<file path="src/assert_macros.svh">
// Assertion macros used by the light controller RTL
`ifndef ASSERT_MACROS_SVH
`define ASSERT_MACROS_SVH

// check a property on every clock edge outside reset
`define PHLC_ASSERT(lbl, prop, msg) \
	lbl: assert property (@(posedge clk) disable iff (!arst_n) prop) else $error(msg);

// check that a condition never holds outside reset
`define PHLC_NEVER(lbl, expr, msg) \
	lbl: assert property (@(posedge clk) disable iff (!arst_n) !(expr)) else $error(msg);

`endif

</file>
<file path="src/phlc_pkg.sv">
// Types, constants and the off-timer step of the pushbutton light controller
package phlc_pkg;

	localparam int unsigned CH       = 4;
	localparam int unsigned CH_IDX_W = 2;
	localparam int unsigned REG_W    = 13;
	localparam int unsigned CNT_W    = 6;
	localparam int unsigned CFG_IDX_W = 3;

	localparam logic [CNT_W-1:0] SECOND_AT  = 6'd8;
	localparam logic [CNT_W-1:0] ALL_OFF_AT = 6'd35;
	localparam logic [CNT_W-1:0] RANDOM_AT  = 6'd50;
	localparam logic [REG_W-1:0] RANDOM_PRESET = 13'd6000;
	localparam logic [REG_W:0]   WARN_OFF_BEFORE = 14'd100;
	localparam logic [REG_W:0]   WARN_ON_BEFORE  = 14'd95;

	typedef enum logic [CFG_IDX_W-1:0] {
		REG_STAIR_CH0    = 3'd0,
		REG_STAIR_CH2    = 3'd1,
		REG_HOLD_ON_CH0  = 3'd2,
		REG_HOLD_ON_CH2  = 3'd3,
		REG_HOLD_OFF_CH1 = 3'd4,
		REG_HOLD_OFF_CH3 = 3'd5
	} reg_idx_t;

	typedef struct packed {
		logic [REG_W-1:0] stair_ch0;
		logic [REG_W-1:0] stair_ch2;
		logic [REG_W-1:0] hold_on_ch0;
		logic [REG_W-1:0] hold_on_ch2;
		logic [REG_W-1:0] hold_off_ch1;
		logic [REG_W-1:0] hold_off_ch3;
	} cfg_t;

	typedef struct packed {
		logic [CH-1:0]             lights;
		logic [CH-1:0][CNT_W-1:0]  cnt_a;
		logic [CH-1:0][CNT_W-1:0]  cnt_b;
		logic [CH-1:0][CNT_W-1:0]  cnt_c;
		logic [CH-1:0]             was_on;
		logic [REG_W-1:0]          stair_ch0;
		logic [REG_W-1:0]          stair_ch2;
		logic [REG_W-1:0]          hold_on_ch0;
		logic [REG_W-1:0]          hold_on_ch2;
		logic [REG_W-1:0]          hold_off_ch1;
		logic [REG_W-1:0]          hold_off_ch3;
	} state_t;

	typedef struct packed {
		logic [REG_W-1:0] count;
		logic [CH-1:0]    lamps;
	} timer_res_t;

	function automatic timer_res_t timer_step(input logic [REG_W-1:0] count,
			input logic [REG_W-1:0] period, input logic [CH-1:0] lamps,
			input logic [CH_IDX_W-1:0] target);
		logic [REG_W:0] c;
		logic [REG_W:0] p;
		timer_res_t r;
		c = {1'b0, count} + 14'd1;
		p = {1'b0, period};
		r.count = count;
		r.lamps = lamps;
		if (count != '0) begin
			if (c >= p) begin
				r.lamps[target] = 1'b0;
				r.count = '0;
			end else begin
				if (p >= WARN_ON_BEFORE && c == p - WARN_ON_BEFORE) begin
					r.lamps[target] = 1'b1;
				end else if (p >= WARN_OFF_BEFORE && c == p - WARN_OFF_BEFORE) begin
					r.lamps[target] = 1'b0;
				end
				r.count = c[REG_W-1:0];
			end
		end
		return r;
	endfunction

endpackage

</file>
<file path="src/pushbutton_hold_light_controller_core.sv">
// Top level of the pushbutton hold light controller
//
// Tick channel (tick_valid/tick_ready, buttons): one word per 100 ms tick
// with the four button levels. Light channel (light_valid/light_ready,
// lights, random_request): one word per tick with the four light states
// and the random-mode request flag.
// The tick word is registered, the whole channel and timer update runs
// on it combinationally, and the result lands in the output register
// once that register is free.
// One tick word is taken every cycle while the output is not held by
// light_ready; the throughput is set by the single state update.
// While light_ready is low the output register holds its word and the
// input register can still take one more tick word; after that
// tick_ready drops until the receiver drains.
// The six timing registers are written through cfg_we/cfg_index/cfg_data
// and take effect from the next tick; unused indexes are dropped.
// Reset clears all lights, hold counters and timers and loads the
// register defaults; no word is pending after reset.
module pushbutton_hold_light_controller_core (
	input  logic                            clk,
	input  logic                            arst_n,
	input  logic                            tick_valid,
	output logic                            tick_ready,
	input  logic [3:0]                      buttons,
	output logic                            light_valid,
	input  logic                            light_ready,
	output logic [3:0]                      lights,
	output logic                            random_request,
	input  logic                            cfg_we,
	input  logic [phlc_pkg::CFG_IDX_W-1:0]  cfg_index,
	input  logic [phlc_pkg::REG_W-1:0]      cfg_data
);
	import phlc_pkg::*;

	`include "assert_macros.svh"

	cfg_t        cfg_q;
	state_t      st_q;
	state_t      st_nx;
	logic        valid_s1;
	logic [3:0]  buttons_s1;
	logic        out_valid_q;
	logic [3:0]  lights_q;
	logic        random_request_q;
	logic        random_nx;
	logic        advance;

	assign advance    = valid_s1 && (!out_valid_q || light_ready);
	assign tick_ready = !valid_s1 || advance;

	always_ff @(posedge clk or negedge arst_n) begin
		if (!arst_n) begin
			cfg_q.stair_ch0    <= 13'd7000;
			cfg_q.stair_ch2    <= 13'd4000;
			cfg_q.hold_on_ch0  <= 13'd5000;
			cfg_q.hold_on_ch2  <= 13'd4000;
			cfg_q.hold_off_ch1 <= 13'd4000;
			cfg_q.hold_off_ch3 <= 13'd2000;
		end else if (cfg_we) begin
			unique case (reg_idx_t'(cfg_index))
				REG_STAIR_CH0:    cfg_q.stair_ch0    <= cfg_data;
				REG_STAIR_CH2:    cfg_q.stair_ch2    <= cfg_data;
				REG_HOLD_ON_CH0:  cfg_q.hold_on_ch0  <= cfg_data;
				REG_HOLD_ON_CH2:  cfg_q.hold_on_ch2  <= cfg_data;
				REG_HOLD_OFF_CH1: cfg_q.hold_off_ch1 <= cfg_data;
				REG_HOLD_OFF_CH3: cfg_q.hold_off_ch3 <= cfg_data;
				default: ;
			endcase
		end
	end

	always_ff @(posedge clk or negedge arst_n) begin
		if (!arst_n) begin
			valid_s1 <= 1'b0;
		end else if (tick_ready) begin
			valid_s1 <= tick_valid;
		end
	end

	always_ff @(posedge clk) begin
		if (tick_valid && tick_ready) begin
			buttons_s1 <= buttons;
		end
	end

	phlc_tick u_tick (
		.st             (st_q),
		.cfg            (cfg_q),
		.buttons        (buttons_s1),
		.nx             (st_nx),
		.random_request (random_nx)
	);

	always_ff @(posedge clk or negedge arst_n) begin
		if (!arst_n) begin
			st_q <= '0;
		end else if (advance) begin
			st_q <= st_nx;
		end
	end

	always_ff @(posedge clk or negedge arst_n) begin
		if (!arst_n) begin
			out_valid_q <= 1'b0;
		end else if (advance) begin
			out_valid_q <= 1'b1;
		end else if (light_ready) begin
			out_valid_q <= 1'b0;
		end
	end

	always_ff @(posedge clk) begin
		if (advance) begin
			lights_q         <= st_nx.lights;
			random_request_q <= random_nx;
		end
	end

	assign light_valid    = out_valid_q;
	assign lights         = lights_q;
	assign random_request = random_request_q;

	`PHLC_ASSERT(a_result_from_input, $rose(out_valid_q) |-> $past(valid_s1), "result without input word")
	`PHLC_ASSERT(a_state_holds, !advance |=> $stable(st_q), "state changed without a word")
	`PHLC_ASSERT(a_counters_track, st_q.cnt_b == st_q.cnt_c, "hold counters out of step")
	`PHLC_NEVER(a_random_cleared, st_q.cnt_c[0] >= RANDOM_AT || st_q.cnt_c[1] >= RANDOM_AT || st_q.cnt_c[2] >= RANDOM_AT || st_q.cnt_c[3] >= RANDOM_AT, "hold counter past random threshold")

endmodule

</file>
<file path="src/phlc_tick.sv">
// Next-state logic for one tick: button channels in order, then the off-timer banks
module phlc_tick (
	input  phlc_pkg::state_t    st,
	input  phlc_pkg::cfg_t      cfg,
	input  logic [3:0]          buttons,
	output phlc_pkg::state_t    nx,
	output logic                random_request
);
	import phlc_pkg::*;

	always_comb begin
		logic [CH_IDX_W-1:0] idx;
		logic                on;
		logic                has_stair;
		timer_res_t          t;
		nx = st;
		random_request = 1'b0;
		on = 1'b0;
		for (int i = 0; i < CH; i++) begin
			idx = CH_IDX_W'(i);
			has_stair = (idx == 2'd0) ? (cfg.stair_ch0 != '0) :
				((idx == 2'd2) ? (cfg.stair_ch2 != '0) : 1'b0);
			if (!buttons[idx]) begin
				nx.cnt_a[idx] = '0;
				nx.cnt_b[idx] = '0;
				nx.cnt_c[idx] = '0;
			end else begin
				if (nx.cnt_a[idx] == '0) begin
					on = nx.lights[idx];
					nx.cnt_a[idx] = 6'd1;
					nx.cnt_b[idx] = nx.cnt_b[idx] + 6'd1;
					nx.cnt_c[idx] = nx.cnt_c[idx] + 6'd1;
					nx.was_on[idx] = on;
					if (on) begin
						if (idx == 2'd0) nx.stair_ch0 = '0;
						if (idx == 2'd2) nx.stair_ch2 = '0;
						nx.lights[idx] = 1'b0;
					end else begin
						if (has_stair && idx == 2'd0) nx.stair_ch0 = 13'd1;
						if (has_stair && idx == 2'd2) nx.stair_ch2 = 13'd1;
						nx.lights[idx] = 1'b1;
					end
				end
				nx.cnt_a[idx] = nx.cnt_a[idx] + 6'd1;
				if (nx.cnt_a[idx] == SECOND_AT) begin
					case (idx)
						2'd0: begin
							if (!nx.was_on[idx]) begin
								if (cfg.hold_on_ch0 != '0) begin
									nx.hold_on_ch0 = 13'd1;
									nx.stair_ch0 = '0;
								end
								nx.lights[2] = 1'b1;
							end else begin
								nx.lights[2] = 1'b0;
								nx.stair_ch0 = '0;
							end
						end
						2'd1: begin
							if (nx.was_on[idx]) begin
								if (cfg.hold_off_ch1 != '0) nx.hold_off_ch1 = 13'd1;
								nx.lights[0] = 1'b1;
							end
						end
						2'd2: begin
							if (!nx.was_on[idx]) begin
								if (cfg.hold_on_ch2 != '0) begin
									nx.hold_on_ch2 = 13'd1;
									nx.stair_ch2 = '0;
								end
								nx.lights[0] = 1'b1;
							end else begin
								nx.lights[0] = 1'b0;
								nx.stair_ch2 = '0;
							end
						end
						default: begin
							if (nx.was_on[idx] && cfg.hold_off_ch3 != '0) begin
								nx.hold_off_ch3 = 13'd1;
							end
							nx.lights[0] = 1'b1;
						end
					endcase
					nx.cnt_a[idx] = nx.cnt_a[idx] + 6'd1;
				end
				if (nx.cnt_b[idx] != '0) begin
					nx.cnt_b[idx] = nx.cnt_b[idx] + 6'd1;
					if (nx.cnt_b[idx] == ALL_OFF_AT) begin
						nx.lights = '0;
						nx.stair_ch0 = '0;
						nx.stair_ch2 = '0;
					end
				end
				if (nx.cnt_c[idx] != '0) begin
					nx.cnt_c[idx] = nx.cnt_c[idx] + 6'd1;
					if (nx.cnt_c[idx] == RANDOM_AT) begin
						nx.cnt_a[idx] = '0;
						nx.cnt_b[idx] = '0;
						nx.cnt_c[idx] = '0;
						random_request = 1'b1;
						if (idx == 2'd2) nx.stair_ch2 = '0;
						nx.lights[0] = 1'b1;
						nx.stair_ch0 = RANDOM_PRESET;
					end
				end
			end
		end

		// advance the off-timers in bank order
		t = timer_step(nx.stair_ch0, cfg.stair_ch0, nx.lights, 2'd0);
		nx.stair_ch0 = t.count;
		nx.lights = t.lamps;
		t = timer_step(nx.stair_ch2, cfg.stair_ch2, nx.lights, 2'd2);
		nx.stair_ch2 = t.count;
		nx.lights = t.lamps;
		t = timer_step(nx.hold_on_ch0, cfg.hold_on_ch0, nx.lights, 2'd2);
		nx.hold_on_ch0 = t.count;
		nx.lights = t.lamps;
		t = timer_step(nx.hold_on_ch2, cfg.hold_on_ch2, nx.lights, 2'd0);
		nx.hold_on_ch2 = t.count;
		nx.lights = t.lamps;
		t = timer_step(nx.hold_off_ch1, cfg.hold_off_ch1, nx.lights, 2'd0);
		nx.hold_off_ch1 = t.count;
		nx.lights = t.lamps;
		t = timer_step(nx.hold_off_ch3, cfg.hold_off_ch3, nx.lights, 2'd0);
		nx.hold_off_ch3 = t.count;
		nx.lights = t.lamps;
	end

endmodule

</file>
<file path="config.mk">
export PLATFORM = sky130hd
export DESIGN_NAME = pushbutton_hold_light_controller_core
export DESIGN_NICKNAME = d
export VERILOG_FILES = /design/src/phlc_pkg.sv /design/src/pushbutton_hold_light_controller_core.sv /design/src/phlc_tick.sv
export VERILOG_INCLUDE_DIRS = /design/src /design/src/src
export SDC_FILE = /design/constraint.sdc
export NUM_CORES = 1
export LEC_CHECK = 0
export BUFFER_PORTS_ARGS = -buffer_cell sky130_fd_sc_hd__buf_2
export CELL_PAD_IN_SITES_DETAIL_PLACEMENT = 1
export CELL_PAD_IN_SITES_GLOBAL_PLACEMENT = 1
export CORE_UTILIZATION = 45
export CTS_CLUSTER_SIZE = 28
export DETAILED_ROUTE_END_ITERATION = 8
export GPL_ROUTABILITY_DRIVEN = 0
export PLACE_DENSITY = 0.91
export SETUP_SLACK_MARGIN = 0.1
export SYNTH_ARGS = -nofsm -noshare
export SYNTH_HDL_FRONTEND = slang
export SYNTH_SLANG_ARGS = --single-unit
</file>
<file path="constraint.sdc">
create_clock -name clk -period 8 [get_ports clk]
set_clock_uncertainty 0.2 [all_clocks]
set_input_delay 0.4 -clock clk [delete_from_list [all_inputs] [get_ports clk]]
set_output_delay 0.4 -clock clk [all_outputs]
set_load 0.005 [all_outputs]
</file>
==> impl_metrics.ini <==
[status]
status = completed

[critical_path]
cp.required_ns = 8.31
crit_path_top_delay_cell = or4_4
path_delay_family = compound AO/OA/AOI/OAI gates
critPathLaunch = st_q[134]
cpMostUsedCell = nand2_1
crit_arrival_ns = 7.96
slowest_delay_ns = 0.57
crit_type = flop to flop
rr_startpoint = st_q[134]
critPathMaxFanout = 9
startpoint_type = flop
crit_path_end_kind = flop
worst-path-buf-inv = 3

[global_route]
grtUsageTotal_pct = 30.7
grt_pass1_vias = 24858
grt_max_degree = 155
overflow = 0
grt_pass1_wl_um = 134000
antenna_found_initial = 2

[cells_and_area]
layout.cells.non_filler = 3646
n_antenna_cell = 0
final_area_mm2 = 0.0260
drive_gt1_share_pct = 11.2
nets = 3126
final_common_cell = nand2_1
area_delta_synth_final_pct = 10.6
final_cell_mix = nand2_1, o21ai_0, dfrtp_1

[die]
num_io_pins = 32
die_area_mm2 = 0.0532
rows = 83
fp.dieW_um = 231
core_area_mm2 = 0.0515
die_h_um = 231
initial_utilization_pct = 45.7

[logic_synthesis]
synth.area.top_cells = dfrtp_1, ha_1, xnor2_1
ys.flop_type = dfrtp_1
syn_area_mm2 = 0.0235
yosysUniqueCellTypes = 104
ys_warn_count = 0
async_flop_share_pct = 96.4
ys_seq_area_share_pct = 26.7
synth_area_per_cell_um2 = 7.99
syn-num-nets = 3127
yosys.area.top_type_share_pct = 21.5
synth_edf_count = 9
yosys_register_bits = 247
synth_top_cell_by_area = dfrtp_1
netlist_instances = 2943

[hold_path]
worstHoldStart = cfg_data[8]
min_path_type = primary input to flop

[sta]
hold_viol_final = 0
period_share_pct = 95.6
fmax_ghz = 0.131
fin_crit_ns = 7.65
fin_ws_ns = 0.348
slew_violations = 0
slew_headroom_pct = 22.7
tightest_slew_ns = 1.15
grt_setup_unrepaired = no
setup_viol = 0

[place]
numPortBuffers = 31
dp_slack_ns = -0.267
post-place-cells = 3553
dpl.hpwl_um = 58300
placed_cell_area_mm2 = 0.0243

[clocking]
clkTransAtPathRegs_ns = 0.07
cts-root-buf = clkbuf_16
cts_sinks = 247
cts_buffer_depth = 3
numCtsBuffers = 31
cts_tree = yes
clk_latency_ns = 0.61
h-tree-depth = 1

[pwr]
peakVddDrop_mv = 0.176
power_density_mw_per_mm2 = 291
p_leak_uw = 0.0110

[route]
first_iter_violations = 1917
routed_wl_um = 84600
via_count = 23814
drcViolationCount = 0
wl_per_cell_um = 23.2
viasPerCell = 6.53
ant_nets = 0
dr.pass1.iters = 6

[job]
drv_cap = 0
## sequential cells by signal (all words and copies together) (netlist names)
| register | cells |
|---|---|
| buttons_s1 | 4 |
| lights | 4 |
| random_request | 1 |
| st_q | 158 |
| cfg_q | 78 |
| light_valid | 1 |
| valid_s1 | 1 |
## metrics by stage
stage | setup TNS [ns] | total power [uW] | utilization (%) | hold slack [ns]
4_1_cts | 0 | 7340 | 49.9 | 0.000308
2_1_floorplan | 0 | 4580 | - | -0.0956
3_5_place_dp | -0.479 | 5680 | 47.2 | 0.282
3_3_place_gp | 0 | 5390 | 47.2 | 0.270
6_report | 0 | 7580 | 50.5 | 0.0216
5_1_grt | 0 | 7990 | 50.5 | 0.0237
## area by class of cell
cell class | count | area [um^2]
Timing Repair Buffer | 117 | 880
Inverter | 159 | 598
Sequential cell | 247 | 6280
Fill cell | 6231 | 25500
Clock inverter | 14 | 209
Tap cell | 680 | 851
Clock buffer | 43 | 871
Multi-Input combinational cell | 2386 | 16300
## kinds of logic (layout without fill, tap and decap cells)
| group | Yosys count | in the layout | share of synthesized area (%) |
|---|---|---|---|
| buf+inv | 310 | 333 | 5.14 |
| compound gates | 710 | 710 | 19.7 |
| flops | 247 | 247 | 26.7 |
| mux | 63 | 63 | 2.86 |
| fa+ha+maj | 159 | 159 | 8.46 |
| simple gates | 1165 | 1165 | 25.5 |
| xor+xnor | 289 | 289 | 11.6 |
## worst register-to-register path, delay by kind of cell, from the launching register on
family          cells  cell delay [ns]
compound gates     14             2.69
simple gates        9             2.30
fa+ha+maj           3             0.66
buf+inv             3             0.51
flops               1             0.45
mux                 1             0.42
xor+xnor            2             0.35
## path summary, 6_finish.rpt
| path | to | slack [ns] | cells past startpoint |
|---|---|---|---|
| max in group asynchronous | st_q[16] | 6.01 | 3 |
| hold reg to reg | st_q[155] | 0.30 | 2 |
| min in group asynchronous | st_q[88] | 0.22 | 2 |
| setup reg to reg | st_q[156] | 0.35 | 32 |
| hold / removal | cfg_q[47] | 0.02 | 3 |
| setup / recovery | st_q[156] | 0.35 | 32 |
## Yosys cell counts, drive strengths merged, types with 9 or more instances
master / count
and2: 28
a21o: 49
xnor3: 15
or3: 25
xnor2: 184
inv: 155
mux2: 34
nor3: 78
clkbuf: 134
buf: 17
o211ai: 21
nand3: 121
a31oi: 29
a211oi: 15
nor2b: 22
dfrtp: 202
nand4: 64
o21ai: 256
mux2i: 29
nand3b: 10
nand4b: 17
nor3b: 10
nor2: 171
o22ai: 10
ha: 159
edfxtp: 9
nand2: 390
and3: 72
nor4: 53
dfstp: 36
xor2: 90
o21a: 11
or2: 18
a22oi: 12
o31ai: 59
a21oi: 116
or4: 17
nand2b: 32
nor4b: 13
## routing by layer
layer / global-route usage (%) / share of wire [%] / vias to the layer above
met4: 14.2 / 4.4 / 4
met1: 37.6 / 41 / 12008
li1: - / - / 10586
met5: 0 / 0.028 / -
met2: 52.8 / 48 / 931
met3: 4.80 / 6.0 / 285
## power by group
part,switching [uW],internal (uW),leakage [uW]
combinational,2450,1600,0.00738
sequential,450,1530,0.00313
clock,630,917,0.000529
## timing repair
action | 4_1_cts | 5_1_grt
gates resized for setup | 15 | 52
setup endpoints to repair | 5 | 5
setup buffers | 3 | 13
endpoints found under the hold margin | 110 | 0
hold buffers | 19 | 0
pin swaps | 2 | 12
(Power assumes the default switching activity.)
